===== src/rtl/midpoint_ellipse_rasterizer_assert.svh =====
// Assertion macros for the midpoint ellipse rasterizer.
// Needs a signal named clock and a signal named reset in the including module.
`ifndef MIDPOINT_ELLIPSE_RASTERIZER_ASSERT_SVH
`define MIDPOINT_ELLIPSE_RASTERIZER_ASSERT_SVH
`ifndef SYNTHESIS
// Same-cycle implication, checked at every rising clock edge out of reset
`define MER_ASSERT_NOW(label, ante, cons) \
   label: assert property (@(posedge clock) disable iff (reset) (ante) |-> (cons)) \
      else $error("same-cycle check failed");
// Next-cycle implication, checked at every rising clock edge out of reset
`define MER_ASSERT_NEXT(label, ante, cons) \
   label: assert property (@(posedge clock) disable iff (reset) (ante) |=> (cons)) \
      else $error("next-cycle check failed");
`else
`define MER_ASSERT_NOW(label, ante, cons)
`define MER_ASSERT_NEXT(label, ante, cons)
`endif
`endif


===== src/rtl/mer_pkg.sv =====
// Shared widths, codes and types of the midpoint ellipse rasterizer.
// No dependencies; every other source file but the assertion header imports it.
package mer_pkg;

   // coordinate width of the centre and semi-axis fields
   localparam int COORD_BITS = 10;
   // width of the wrapped output coordinates
   localparam int OUT_BITS   = 12;
   // widths derived from the coordinate width
   localparam int SQ_W    = 2 * COORD_BITS;
   localparam int OFFX_W  = COORD_BITS + 1;
   localparam int OFFY_W  = COORD_BITS + 2;
   localparam int SLOPE_W = 3 * COORD_BITS + 4;
   localparam int DEC_W   = 4 * COORD_BITS + 8;
   localparam int MUL_W   = 2 * COORD_BITS + 6;
   localparam int PROD_W  = 2 * MUL_W;

   typedef enum logic {
      CMD_START = 1'b0,
      CMD_STEP  = 1'b1
   } command_type;

   typedef logic [COORD_BITS-1:0]      coord_type;
   typedef logic signed [OUT_BITS-1:0] pix_type;
   typedef logic signed [MUL_W-1:0]    mul_op_type;
   typedef logic signed [PROD_W-1:0]   mul_prod_type;

endpackage


===== src/rtl/mer_req_if.sv =====
// Request channel of the midpoint ellipse rasterizer: valid/ready plus command word.
// Depends on mer_pkg.
interface mer_req_if;
   import mer_pkg::*;

   logic        valid;
   logic        ready;
   command_type command;
   coord_type   center_x;
   coord_type   center_y;
   coord_type   semi_axis_x;
   coord_type   semi_axis_y;

   modport source (
      output valid, command, center_x, center_y, semi_axis_x, semi_axis_y,
      input  ready
   );

   modport sink (
      input  valid, command, center_x, center_y, semi_axis_x, semi_axis_y,
      output ready
   );

endinterface


===== src/rtl/mer_rsp_if.sv =====
// Response channel of the midpoint ellipse rasterizer: valid/ready plus point quad word.
// Depends on mer_pkg.
interface mer_rsp_if;
   import mer_pkg::*;

   logic    valid;
   logic    ready;
   pix_type x_plus;
   pix_type x_minus;
   pix_type y_plus;
   pix_type y_minus;
   logic    last_quad;

   modport source (
      output valid, x_plus, x_minus, y_plus, y_minus, last_quad,
      input  ready
   );

   modport sink (
      input  valid, x_plus, x_minus, y_plus, y_minus, last_quad,
      output ready
   );

endinterface


===== src/rtl/mer_mul.sv =====
// Shared signed multiplier of the rasterizer, product registered.
// Depends on mer_pkg.
module mer_mul (
   input  logic                                clock,
   input  logic signed [mer_pkg::MUL_W-1:0]    op_a,
   input  logic signed [mer_pkg::MUL_W-1:0]    op_b,
   output logic signed [mer_pkg::PROD_W-1:0]   product
);
   import mer_pkg::*;

   mul_prod_type product_ff;

   // register the product for the sequencer to pick up next cycle
   always_ff @(posedge clock) begin
      product_ff <= op_a * op_b;
   end

   assign product = product_ff;

endmodule


===== src/rtl/midpoint_ellipse_rasterizer.sv =====
// Midpoint ellipse rasterizer: a start word runs three multiplies on mer_mul.
// A step word passes the emit and decision states; its quad word is loaded into an output reg once it is free.
// Entering region two (at a step, or at start with a zero axis) adds a run of multiplies.
// Step word while idle: no quad. One word in flight.
// Synchronous reset clears sequencer, drawing flag and output valid; no clearing pass.
`include "midpoint_ellipse_rasterizer_assert.svh"
module midpoint_ellipse_rasterizer (
   input logic     clock,
   input logic     reset,
   mer_req_if.sink req_chan,
   mer_rsp_if.source rsp_chan
);
   import mer_pkg::*;

   typedef enum logic [3:0] {
      ST_IDLE,
      ST_A2,
      ST_B2,
      ST_AB,
      ST_INIT,
      ST_EMIT,
      ST_DEC,
      ST_TX,
      ST_TY,
      ST_BTX,
      ST_ATY,
      ST_AB2,
      ST_FIN
   } state_type;

   // control registers
   state_type state_ff, state_in;
   logic      drawing_ff, drawing_in;
   logic      in_region_two_ff, in_region_two_in;
   logic      rsp_valid_ff, rsp_valid_in;

   // datapath registers
   logic [OFFX_W-1:0]         offset_x_ff, offset_x_in;
   logic signed [OFFY_W-1:0]  offset_y_ff, offset_y_in;
   logic signed [DEC_W-1:0]   decision_ff, decision_in;
   logic signed [SLOPE_W-1:0] slope_x_ff, slope_x_in;
   logic signed [SLOPE_W-1:0] slope_y_ff, slope_y_in;
   coord_type                 centre_x_ff, centre_x_in;
   coord_type                 centre_y_ff, centre_y_in;
   coord_type                 a_hold_ff, a_hold_in;
   logic [SQ_W-1:0]           a_sq_ff, a_sq_in;
   logic [SQ_W-1:0]           b_sq_ff, b_sq_in;
   mul_op_type                tmp_a_ff, tmp_a_in;
   mul_op_type                tmp_b_ff, tmp_b_in;
   logic                      mv_x_ff, mv_x_in;
   logic                      mv_y_ff, mv_y_in;
   pix_type                   x_plus_ff, x_plus_in;
   pix_type                   x_minus_ff, x_minus_in;
   pix_type                   y_plus_ff, y_plus_in;
   pix_type                   y_minus_ff, y_minus_in;
   logic                      last_ff, last_in;

   // shared multiplier
   mul_op_type   mul_a;
   mul_op_type   mul_b;
   mul_prod_type prod;

   // helpers
   logic                      req_fire;
   logic                      out_free;
   logic                      step_mv_x;
   logic                      step_mv_y;
   logic signed [OFFY_W-1:0]  new_y;
   logic signed [OFFY_W-1:0]  ty;
   logic signed [DEC_W-1:0]   sx_ext;
   logic signed [DEC_W-1:0]   sy_ext;
   logic signed [DEC_W-1:0]   sq_ext;
   logic signed [DEC_W-1:0]   dec_term;
   logic signed [DEC_W-1:0]   prod_x4;

   mer_mul u_mul (
      .clock   (clock),
      .op_a    (mul_a),
      .op_b    (mul_b),
      .product (prod)
   );

   assign req_fire = req_chan.valid && req_chan.ready;
   assign out_free = !rsp_valid_ff || rsp_chan.ready;

   // pick the move of this step from the decision sign
   assign step_mv_x = !in_region_two_ff || (decision_ff <= 0);
   assign step_mv_y = in_region_two_ff || (decision_ff >= 0);
   assign new_y     = step_mv_y ? (offset_y_ff - OFFY_W'(1)) : offset_y_ff;
   assign ty        = offset_y_ff - OFFY_W'(1);

   // decision increment terms, unscaled
   assign sx_ext   = mv_x_ff ? DEC_W'(slope_x_ff) : DEC_W'(0);
   assign sy_ext   = mv_y_ff ? DEC_W'(slope_y_ff) : DEC_W'(0);
   assign sq_ext   = $signed(DEC_W'(in_region_two_ff ? a_sq_ff : b_sq_ff));
   assign dec_term = sx_ext - sy_ext + sq_ext;
   assign prod_x4  = $signed({prod[DEC_W-3:0], 2'b00});

   // steer the multiplier operands per sequencer step
   always_comb begin
      mul_a = '0;
      mul_b = '0;
      case (state_ff)
         ST_A2: begin
            mul_a = $signed(MUL_W'(a_hold_ff));
            mul_b = $signed(MUL_W'(a_hold_ff));
         end
         ST_B2: begin
            mul_a = MUL_W'(offset_y_ff);
            mul_b = MUL_W'(offset_y_ff);
         end
         ST_AB: begin
            mul_a = $signed(MUL_W'(a_sq_ff));
            mul_b = MUL_W'(offset_y_ff);
         end
         ST_TX: begin
            mul_a = $signed(MUL_W'({offset_x_ff, 1'b1}));
            mul_b = $signed(MUL_W'({offset_x_ff, 1'b1}));
         end
         ST_TY: begin
            mul_a = MUL_W'(ty);
            mul_b = MUL_W'(ty);
         end
         ST_BTX: begin
            mul_a = $signed(MUL_W'(b_sq_ff));
            mul_b = tmp_a_ff;
         end
         ST_ATY: begin
            mul_a = $signed(MUL_W'(a_sq_ff));
            mul_b = tmp_b_ff;
         end
         ST_AB2: begin
            mul_a = $signed(MUL_W'(a_sq_ff));
            mul_b = $signed(MUL_W'(b_sq_ff));
         end
         default: begin
            mul_a = '0;
            mul_b = '0;
         end
      endcase
   end

   // sequencer: next state, control and datapath values
   always_comb begin
      state_in         = state_ff;
      drawing_in       = drawing_ff;
      in_region_two_in = in_region_two_ff;
      rsp_valid_in     = rsp_valid_ff && !rsp_chan.ready;
      offset_x_in      = offset_x_ff;
      offset_y_in      = offset_y_ff;
      decision_in      = decision_ff;
      slope_x_in       = slope_x_ff;
      slope_y_in       = slope_y_ff;
      centre_x_in      = centre_x_ff;
      centre_y_in      = centre_y_ff;
      a_hold_in        = a_hold_ff;
      a_sq_in          = a_sq_ff;
      b_sq_in          = b_sq_ff;
      tmp_a_in         = tmp_a_ff;
      tmp_b_in         = tmp_b_ff;
      mv_x_in          = mv_x_ff;
      mv_y_in          = mv_y_ff;
      x_plus_in        = x_plus_ff;
      x_minus_in       = x_minus_ff;
      y_plus_in        = y_plus_ff;
      y_minus_in       = y_minus_ff;
      last_in          = last_ff;

      case (state_ff)
         ST_IDLE: begin
            if (req_fire) begin
               if (req_chan.command == CMD_START) begin
                  // latch centre and axes, place the point at (0, b)
                  centre_x_in      = req_chan.center_x;
                  centre_y_in      = req_chan.center_y;
                  a_hold_in        = req_chan.semi_axis_x;
                  offset_x_in      = '0;
                  offset_y_in      = $signed(OFFY_W'(req_chan.semi_axis_y));
                  slope_x_in       = '0;
                  in_region_two_in = 1'b0;
                  drawing_in       = 1'b1;
                  state_in         = ST_A2;
               end else if (drawing_ff) begin
                  state_in = ST_EMIT;
               end
            end
         end
         ST_A2: begin
            state_in = ST_B2;
         end
         ST_B2: begin
            a_sq_in  = prod[SQ_W-1:0];
            state_in = ST_AB;
         end
         ST_AB: begin
            b_sq_in  = prod[SQ_W-1:0];
            state_in = ST_INIT;
         end
         ST_INIT: begin
            // product holds a^2 b
            slope_y_in  = $signed({prod[SLOPE_W-2:0], 1'b0});
            decision_in = $signed(DEC_W'({b_sq_ff, 2'b00}) - {prod[DEC_W-3:0], 2'b00}
                                  + DEC_W'(a_sq_ff));
            state_in    = (prod == '0) ? ST_TX : ST_IDLE;
         end
         ST_EMIT: begin
            // hold until the output register is free, then load the quad and move
            if (out_free) begin
               rsp_valid_in = 1'b1;
               x_plus_in    = $signed(OUT_BITS'(centre_x_ff) + OUT_BITS'(offset_x_ff));
               x_minus_in   = $signed(OUT_BITS'(centre_x_ff) - OUT_BITS'(offset_x_ff));
               y_plus_in    = $signed(OUT_BITS'(centre_y_ff) + OUT_BITS'(offset_y_ff));
               y_minus_in   = $signed(OUT_BITS'(centre_y_ff) - OUT_BITS'(offset_y_ff));
               last_in      = new_y[OFFY_W-1];
               drawing_in   = !new_y[OFFY_W-1];
               mv_x_in      = step_mv_x;
               mv_y_in      = step_mv_y;
               offset_y_in  = new_y;
               if (step_mv_x) begin
                  offset_x_in = offset_x_ff + OFFX_W'(1);
                  slope_x_in  = slope_x_ff + $signed(SLOPE_W'({b_sq_ff, 1'b0}));
               end
               if (step_mv_y) begin
                  slope_y_in = slope_y_ff - $signed(SLOPE_W'({a_sq_ff, 1'b0}));
               end
               state_in = ST_DEC;
            end
         end
         ST_DEC: begin
            // advance the decision value, switch region when the slope test fails
            decision_in = decision_ff + $signed({dec_term[DEC_W-3:0], 2'b00});
            if (!in_region_two_ff && !(slope_x_ff < slope_y_ff)) begin
               state_in = ST_TX;
            end else begin
               state_in = ST_IDLE;
            end
         end
         ST_TX: begin
            state_in = ST_TY;
         end
         ST_TY: begin
            tmp_a_in = prod[MUL_W-1:0];
            state_in = ST_BTX;
         end
         ST_BTX: begin
            tmp_b_in = prod[MUL_W-1:0];
            state_in = ST_ATY;
         end
         ST_ATY: begin
            decision_in = prod[DEC_W-1:0];
            state_in    = ST_AB2;
         end
         ST_AB2: begin
            decision_in = decision_ff + prod_x4;
            state_in    = ST_FIN;
         end
         ST_FIN: begin
            decision_in      = decision_ff - prod_x4;
            in_region_two_in = 1'b1;
            state_in         = ST_IDLE;
         end
         default: begin
            state_in = ST_IDLE;
         end
      endcase
   end

   // hold state, drawing and region flags and output valid
   always_ff @(posedge clock) begin
      if (reset) begin
         state_ff         <= ST_IDLE;
         drawing_ff       <= 1'b0;
         in_region_two_ff <= 1'b0;
         rsp_valid_ff     <= 1'b0;
      end else begin
         state_ff         <= state_in;
         drawing_ff       <= drawing_in;
         in_region_two_ff <= in_region_two_in;
         rsp_valid_ff     <= rsp_valid_in;
      end
   end

   // advance datapath and output word registers
   always_ff @(posedge clock) begin
      offset_x_ff <= offset_x_in;
      offset_y_ff <= offset_y_in;
      decision_ff <= decision_in;
      slope_x_ff  <= slope_x_in;
      slope_y_ff  <= slope_y_in;
      centre_x_ff <= centre_x_in;
      centre_y_ff <= centre_y_in;
      a_hold_ff   <= a_hold_in;
      a_sq_ff     <= a_sq_in;
      b_sq_ff     <= b_sq_in;
      tmp_a_ff    <= tmp_a_in;
      tmp_b_ff    <= tmp_b_in;
      mv_x_ff     <= mv_x_in;
      mv_y_ff     <= mv_y_in;
      x_plus_ff   <= x_plus_in;
      x_minus_ff  <= x_minus_in;
      y_plus_ff   <= y_plus_in;
      y_minus_ff  <= y_minus_in;
      last_ff     <= last_in;
   end

   // drive the channels
   assign req_chan.ready     = (state_ff == ST_IDLE);
   assign rsp_chan.valid     = rsp_valid_ff;
   assign rsp_chan.x_plus    = x_plus_ff;
   assign rsp_chan.x_minus   = x_minus_ff;
   assign rsp_chan.y_plus    = y_plus_ff;
   assign rsp_chan.y_minus   = y_minus_ff;
   assign rsp_chan.last_quad = last_ff;

   // a loaded quad word is presented next cycle
   `MER_ASSERT_NEXT(a_emit_valid, (state_ff == ST_EMIT) && out_free, rsp_valid_ff)
   // the final quad ends drawing
   `MER_ASSERT_NEXT(a_last_stops, (state_ff == ST_EMIT) && out_free && new_y[OFFY_W-1], !drawing_ff && last_ff)
   // region one always moves in x, region two always in y
   `MER_ASSERT_NOW(a_r1_moves_x, (state_ff == ST_DEC) && !in_region_two_ff, mv_x_ff)
   `MER_ASSERT_NOW(a_r2_moves_y, (state_ff == ST_DEC) && in_region_two_ff, mv_y_ff)
   // a start word enters the squaring sequence
   `MER_ASSERT_NEXT(a_start_seq, req_fire && (req_chan.command == CMD_START), state_ff == ST_A2)

endmodule


===== src/flat_wrapper.sv =====
// flat-port wrapper written by rule: the top's interface ports become plain ports
module midpoint_ellipse_rasterizer_flat import mer_pkg::*;
  (clock, reset, req_chan_valid, req_chan_command, req_chan_center_x, req_chan_center_y, req_chan_semi_axis_x, req_chan_semi_axis_y, req_chan_ready, rsp_chan_valid, rsp_chan_x_plus, rsp_chan_x_minus, rsp_chan_y_plus, rsp_chan_y_minus, rsp_chan_last_quad, rsp_chan_ready);
  mer_req_if req_chan_i ();
  mer_rsp_if rsp_chan_i ();
  input logic clock;
  input logic reset;
  input wire logic [$bits(req_chan_i.valid)-1:0] req_chan_valid;
  input wire logic [$bits(req_chan_i.command)-1:0] req_chan_command;
  input wire logic [$bits(req_chan_i.center_x)-1:0] req_chan_center_x;
  input wire logic [$bits(req_chan_i.center_y)-1:0] req_chan_center_y;
  input wire logic [$bits(req_chan_i.semi_axis_x)-1:0] req_chan_semi_axis_x;
  input wire logic [$bits(req_chan_i.semi_axis_y)-1:0] req_chan_semi_axis_y;
  output wire logic [$bits(req_chan_i.ready)-1:0] req_chan_ready;
  output wire logic [$bits(rsp_chan_i.valid)-1:0] rsp_chan_valid;
  output wire logic [$bits(rsp_chan_i.x_plus)-1:0] rsp_chan_x_plus;
  output wire logic [$bits(rsp_chan_i.x_minus)-1:0] rsp_chan_x_minus;
  output wire logic [$bits(rsp_chan_i.y_plus)-1:0] rsp_chan_y_plus;
  output wire logic [$bits(rsp_chan_i.y_minus)-1:0] rsp_chan_y_minus;
  output wire logic [$bits(rsp_chan_i.last_quad)-1:0] rsp_chan_last_quad;
  input wire logic [$bits(rsp_chan_i.ready)-1:0] rsp_chan_ready;
  assign req_chan_i.valid = req_chan_valid;
  assign req_chan_i.command = req_chan_command;
  assign req_chan_i.center_x = req_chan_center_x;
  assign req_chan_i.center_y = req_chan_center_y;
  assign req_chan_i.semi_axis_x = req_chan_semi_axis_x;
  assign req_chan_i.semi_axis_y = req_chan_semi_axis_y;
  assign req_chan_ready = req_chan_i.ready;
  assign rsp_chan_valid = rsp_chan_i.valid;
  assign rsp_chan_x_plus = rsp_chan_i.x_plus;
  assign rsp_chan_x_minus = rsp_chan_i.x_minus;
  assign rsp_chan_y_plus = rsp_chan_i.y_plus;
  assign rsp_chan_y_minus = rsp_chan_i.y_minus;
  assign rsp_chan_last_quad = rsp_chan_i.last_quad;
  assign rsp_chan_i.ready = rsp_chan_ready;
  midpoint_ellipse_rasterizer u_core (.clock(clock), .reset(reset), .req_chan(req_chan_i), .rsp_chan(rsp_chan_i));
endmodule

===== config.mk =====
export PLATFORM = sky130hd
export DESIGN_NAME = midpoint_ellipse_rasterizer_flat
export DESIGN_NICKNAME = d
export VERILOG_FILES = /design/src/rtl/mer_pkg.sv /design/src/rtl/mer_req_if.sv /design/src/rtl/mer_rsp_if.sv /design/src/rtl/mer_mul.sv /design/src/rtl/midpoint_ellipse_rasterizer.sv /design/src/flat_wrapper.sv
export VERILOG_INCLUDE_DIRS = /design/src /design/src/rtl
export SDC_FILE = /design/constraint.sdc
export NUM_CORES = 2
export LEC_CHECK = 0
export ABC_CLOCK_PERIOD_IN_PS = 12100
export BUFFER_PORTS_ARGS = -buffer_cell sky130_fd_sc_hd__buf_2
export CORE_MARGIN = 2
export CORE_UTILIZATION = 40
export DETAILED_ROUTE_END_ITERATION = 8
export GPL_ROUTABILITY_DRIVEN = 1
export GPL_TIMING_DRIVEN = 0
export PLACE_DENSITY = 0.55
export SYNTH_ARGS = -nofsm -noshare
export SYNTH_HDL_FRONTEND = slang
export SYNTH_SLANG_ARGS = --single-unit

===== constraint.sdc =====
create_clock -name clock -period 12.1 [get_ports clock]
set_clock_uncertainty 0.1 [all_clocks]
set_input_delay 3.025 -clock clock [delete_from_list [all_inputs] [get_ports clock]]
set_output_delay 3.025 -clock clock [all_outputs]
set_load 0.1 [all_outputs]

-- Word level (Yosys, flattened, before mapping)
Cells that the tools add are included.
- equality and inequality tests: 18
- $mul: 1
- add/sub/neg operators: 15
- bitwise logic cells: 1
- muxes and demuxes: 40
- reduce and logical (&&, ||, !) cells: 27
- order comparisons: 3
- operator list (kind ; count):
    case mux 48 bit (5 select lines) ; 1
    two-way mux 34 bit ; 6
    case mux 26 bit (7 select lines) ; 1
    case mux 26 bit (6 select lines) ; 1
    case mux 34 bit (2 select lines) ; 2
    adder 48 bit ; 2
    two-way mux 46 bit ; 2
    logical NOT 52 bit ; 1
    multiplier 26 x 26 -> 52 bit ; 1
    adder 48 x 20 -> 48 bit ; 1
    >= comparator 48 x 1 -> 1 bit (second input constant) ; 1
    less-or-equal comparator 48 x 1 -> 1 bit (second input constant) ; 1
    two-way mux 12 bit ; 4
    case mux 4 bit (12 select lines) ; 1
    subtractor 22 x 48 -> 48 bit ; 1
    subtractor 48 bit ; 1
    adder 46 bit ; 1
    subtractor 46 bit ; 1
    two-way mux 11 bit ; 4
    adder 34 x 22 -> 34 bit ; 1
    less-than comparator 34 bit ; 1
    subtractor 34 x 22 -> 34 bit ; 1
    case mux 12 bit (2 select lines) ; 1
    case mux 11 bit (2 select lines) ; 1
    31 further kinds ; 67
- input bits: 45
- output and inout port bits: 51
- flip-flop bits (word level): 371

-- Depth between registers and ports, before layout
- depth after elaboration: 6
- depth in mapped cells: 39
- gate-level depth less buffers: 37

-- Modules after synthesis
From an unflattened synthesis, not the netlist that was laid out.
- cells, all modules: 5774
- area total of the unflattened synthesis: 52909.5 um^2
- by module, submodules not included (module ; area each (um^2) ; times used ; cells an instance ; seq. area each (um^2)):
    midpoint_ellipse_rasterizer ; 27358.7 ; 1 ; 3021 ; 9389.0
    mer_mul ; 25550.8 ; 1 ; 2753 ; 1041.0

-- Worst setup path after synthesis
OpenSTA, ideal clock, no wires.
- path type: register to register
- start: reg u_core.offset_y_ff[1]
- end: reg u_core.u_mul.product_ff[46], in the netlist u_core.u_mul.product[46]
- buffers on the path: 2
- data arrival time: 8.950 ns
- stages on the path, launching flop included: 30
- setup time: 0.127 ns
- slack: 2.923 ns
- cell sequence: edfxtp_1 > inv_1 > nand4_1 > or3_1 > nor3b_1 > nand2_1 > and2_0 > clkinv_1 > buf_1 > clkbuf_1 > nand2_1 > fa_1 > inv_1 > fa_1 > inv_1 > fa_1 > inv_1 > fa_1 > fa_1 > fa_1 > fa_1 > ha_1 > a21oi_1 > nor4bb_1 > a21boi_0 > nor3b_1 > nor3_1 > o21a_1 > o21ai_0 > xor2_1
- longest elaborated chain between the ends: 3
- elaborated cells between the ends (all ways): 4
- those cells by class: add/sub (1); mul (1); mux (2)
- ends and longest elaborated chain (item ; line ; source):
    from (decl) ; midpoint_ellipse_rasterizer.sv:39 ; logic signed [OFFY_W-1:0] offset_y_ff, offset_y_in;
    from (signal assigned) ; midpoint_ellipse_rasterizer.sv:286 ; offset_y_ff <= offset_y_in;
    subtractor 12 x 2 -> 12 bit ; midpoint_ellipse_rasterizer.sv:90 ; assign ty = offset_y_ff - OFFY_W'(1);
    case mux 26 bit (7 select lines) or case mux 26 bit (6 select lines) (tied branches) ; midpoint_ellipse_rasterizer.sv:103 ; case (state_ff)
    multiplier 26 x 26 -> 52 bit (*) ; mer_mul.sv:15 ; product_ff <= op_a * op_b;
    to (signal assigned) ; mer_mul.sv:15 ;
    to (decl) ; mer_mul.sv:11 ; mul_prod_type product_ff;
Every way passes the cells marked *; elsewhere a longest branch is shown, timed or not.
A chain may end at the register's enable or synchronous reset.

-- Final worst setup path
- start: reg u_core.offset_y_ff[1]
- end: reg u_core.u_mul.product_ff[50], in the netlist u_core.u_mul.product[50]
Same word-level chain as after synthesis.

==> out/qor.txt <==
=======================================================================================
Post-route antenna net violation count                                                0
Commonest non-fill, non-tap cell in the layout                                    inv_1
Register bit count reported by yosys                                                367
CTS Root Buffer Type                                                          clkbuf_16
Portion of the post-synthesis area used by sequential elements                    21.5%
First-pass GRT wire length                                                   253,000 µm
Pin count of the biggest net entering global routing                                 47
Final HPWL DP                                                                138,000 µm
Final Non-Filler Cells                                                            7,068
Least setup slack across all paths after layout                                  324 ps
Hold bufs inserted after CTS                                                          0
Static Leakage                                                                  24.5 nW
Fraction of the core area covered by cells at the end of the flow                 44.2%
Later-pin clock latency in the skew report                                       660 ps
Actual transition at the worst max-transition pin                               1490 ps
Critical-path maximum fanout                                                         10
Footprint of the flip-flops and latches                                      10,400 µm²
Final setup violating endpoints                                                       0
Placeable core area                                                         120,000 µm²
Number of clock sinks                                                               367
Hold violation total from the final report                                            0
Most frequent cells in the layout                                          inv_1, fa_1, nand2_1
Worst slew margin                                                                0.714%
Kind of cell adding the most delay to the critical path                     adder cells
Nets in the synthesized netlist                                                   6,332
Number of vias after detailed routing                                            39,729
Part of the power in combinational logic                                          59.7%
PD cells                                                                     162 nW/µm²
Share of total power in the clock network                                         17.0%
Fraction of layout cells with a size suffix above 1                               5.52%
Overall die area                                                            124,000 µm²
Internal                                                                        4.40 mW
First-pass detailed-route iteration total                                             6
CP startpoint kind                                                                 flop
Number of synthesized flops with an enable pin                                      308
CTS tree                                                                          built
Vias in the first global route                                                   39,633
Footprint of the multi-input gates                                           34,200 µm²
Overall Power                                                                   8.61 mW
Share of total power consumed by net switching                                    48.9%
Post-route worst hold slack                                                      402 ps
Via-per-instance ratio                                                             5.62
Status                                                                     finished, final reports clean
Unique cell type count in the Yosys netlist                                          95
Avg Cell Area, Syn                                                             9.25 µm²
Sequential fraction of design power                                               23.4%
Number of I/O port buffers                                                           95
Placed cell count                                                                 6,978
Top FF cell, synth                                                             edfxtp_1
Chip Height                                                                      353 µm
Final min period                                                              11,780 ps
Aggregate negative setup slack                                                     0 ps
Clock-pin transition on the worst setup and hold timing paths                     60 ps
Min-delay worst type                                                         reg -> reg
Number of remaining DRC errors                                                        0
Yosys synthesis warning count                                                         0
Worst setup EP type                                                                flop
Worst IR drop on VDD                                                             140 µV
Initial Util                                                                      40.4%
Post-place instance area                                                     51,400 µm²
RR Startpoint                                                              u_core.offset_y_ff[1]$_DFFE_PP_
Post-Place Setup Slack                                                          -969 ps
Remaining Overflow, GRT                                                               0
Deepest clock path buffer count                                                       3
Worst path slowest cell                                                          nor2_1
Count of nets after finishing                                                     6,495
Start point of the worst hold path                                         u_core.drawing_ff$_SDFFE_PP0P_
Worst setup path startpoint                                                u_core.offset_y_ff[1]$_DFFE_PP_
Gpl congestion                                                                    0.964
Required time worst endpoint                                                  12,530 ps
Fill count                                                                       11,817
Path type of the worst setup path                                            reg -> reg
Cts bufs inserted                                                                    45
Switching power                                                                 4.21 mW
Max cap viols                                                                         0
Rows                                                                                127
Period utilisation layout                                                         97.3%
Slew Limit Fails                                                                      0
CTS H-tree depth                                                                      2
I/O pin count                                                                        96
Biggest cell delay along the critical path                                       690 ps
Fraction of synthesis flops using an asynchronous set or reset pin                   0%
Post-synthesis to final-layout area growth                                        9.21%
Post-synth design cell area                                                  48,600 µm²
Number of antenna violations at the first check in global routing                     2
Synth Instances                                                                   5,254
GRT Util Overall                                                                  27.2%
FMAX                                                                         0.0849 GHz
Number of violations reported at the end of detailed-routing iteration 0          3,393
Fin area                                                                     53,100 µm²
Average wire length per cell after detail routing                               23.9 µm
Buf/Inv on CP                                                                        10
Overall routed net length                                                    169,000 µm
Width of the die                                                                 353 µm
Setup repair after global routing missed its margin                                  no
Data arrival at the endpoint of the critical path                             12,200 ps
=======================================================================================
repair_timing:
action / 4_1_cts / 5_1_grt
endpoints found under the setup margin: 14 / 13
gates resized for setup: 7 / 40
pin swaps: 2 / 0
buffers inserted: 3 / 0
cell families (layout without fill, tap and decap cells):
group / after synthesis / count (layout) / share of synthesized area [%]
compound gates: 948 / 948 / 13.3
xor+xnor: 279 / 279 / 5.07
fa+ha+maj: 1033 / 1033 / 36.8
buf+inv: 1065 / 1263 / 8.29
flops: 367 / 367 / 21.5
mux: 25 / 25 / 0.515
other cells: 0 / 4 / 0
simple gates: 1537 / 1537 / 14.6
worst reg2reg max path: cells and delay by family (launching register included):
kind | cells | cell delay [ps]
simple gates | 9 | 2540
compound gates | 7 | 2580
flops | 1 | 580
xor+xnor | 1 | 290
buf+inv | 10 | 1680
fa+ha+maj | 8 | 3920
area by class of cell:
cell class	instances	area share, %
Multi-Input combinational cell	3822	64.5
Sequential cell	367	19.7
Inverter	858	6.08
Tap cell	1612	3.80
Clock buffer	56	2.28
Buffer	207	1.57
Timing Repair Buffer	116	1.40
Clock inverter	26	0.689
Antenna cell	4	0.0189
synth_stat cells, drive strengths merged (37+ instances only):
master / instances / share of area, %
nand3: 80 / 0.82
nor3: 63 / 0.65
nor2: 429 / 3.3
xnor2: 168 / 3.0
a21o: 96 / 1.5
nand2: 578 / 4.5
inv: 855 / 6.6
a22oi: 65 / 1.0
xor2: 110 / 2.0
ha: 375 / 9.7
dfxtp: 59 / 2.4
o21ai: 217 / 2.2
clkbuf: 180 / 1.4
a221oi: 37 / 0.80
fa: 658 / 27
a31oi: 38 / 0.49
and2: 87 / 1.1
and3: 48 / 0.62
a21oi: 210 / 2.2
nor4: 39 / 0.63
edfxtp: 308 / 19
nand2b: 58 / 0.75
power by group through the flow:
stage                     combinational, mW  sequential (mW)  clock, mW
final                                  5.14             2.01       1.46
after global routing                   5.65             2.01       1.52
after CTS                              5.06             2.00       1.48
after detailed placement               5.01             2.02          0
after global placement                 4.96             2.03          0
after floorplan                        3.62             1.87          0
registers in the layout, summed over array words and instances, names as in the netlist, 11 cells and up:
name,cells
u_core.a_sq_ff,20
u_core.b_sq_ff,20
u_core.decision_ff,48
u_core.offset_x_ff,11
u_core.offset_y_ff,12
u_core.rsp_chan.x_minus,12
u_core.rsp_chan.x_plus,11
u_core.rsp_chan.y_minus,12
u_core.rsp_chan.y_plus,11
u_core.slope_x_ff,33
u_core.slope_y_ff,33
u_core.tmp_a_ff,26
u_core.tmp_b_ff,26
u_core.u_mul.product,52
final timing paths:
| path | cells after the start | to | slack, ps |
|---|---|---|---|
| setup / recovery | 35 | u_core.u_mul.product[50]$_DFF_P_ | 320 |
| setup reg to reg | 35 | u_core.u_mul.product[50]$_DFF_P_ | 320 |
| hold / removal | 2 | u_core.drawing_ff$_SDFFE_PP0P_ | 400 |
| hold reg to reg | 2 | u_core.drawing_ff$_SDFFE_PP0P_ | 400 |
layer usage:
metal | track usage [%] | part of all wire [%] | up-vias
li1 | - | - | 17778
met1 | 36.9 | 41 | 19842
met2 | 42.1 | 44 | 1746
met3 | 5.37 | 8.8 | 361
met4 | 11.8 | 5.3 | 2
met5 | 0 | 0.0089 | -
Note: power is estimated with default switching activity, not from simulation.
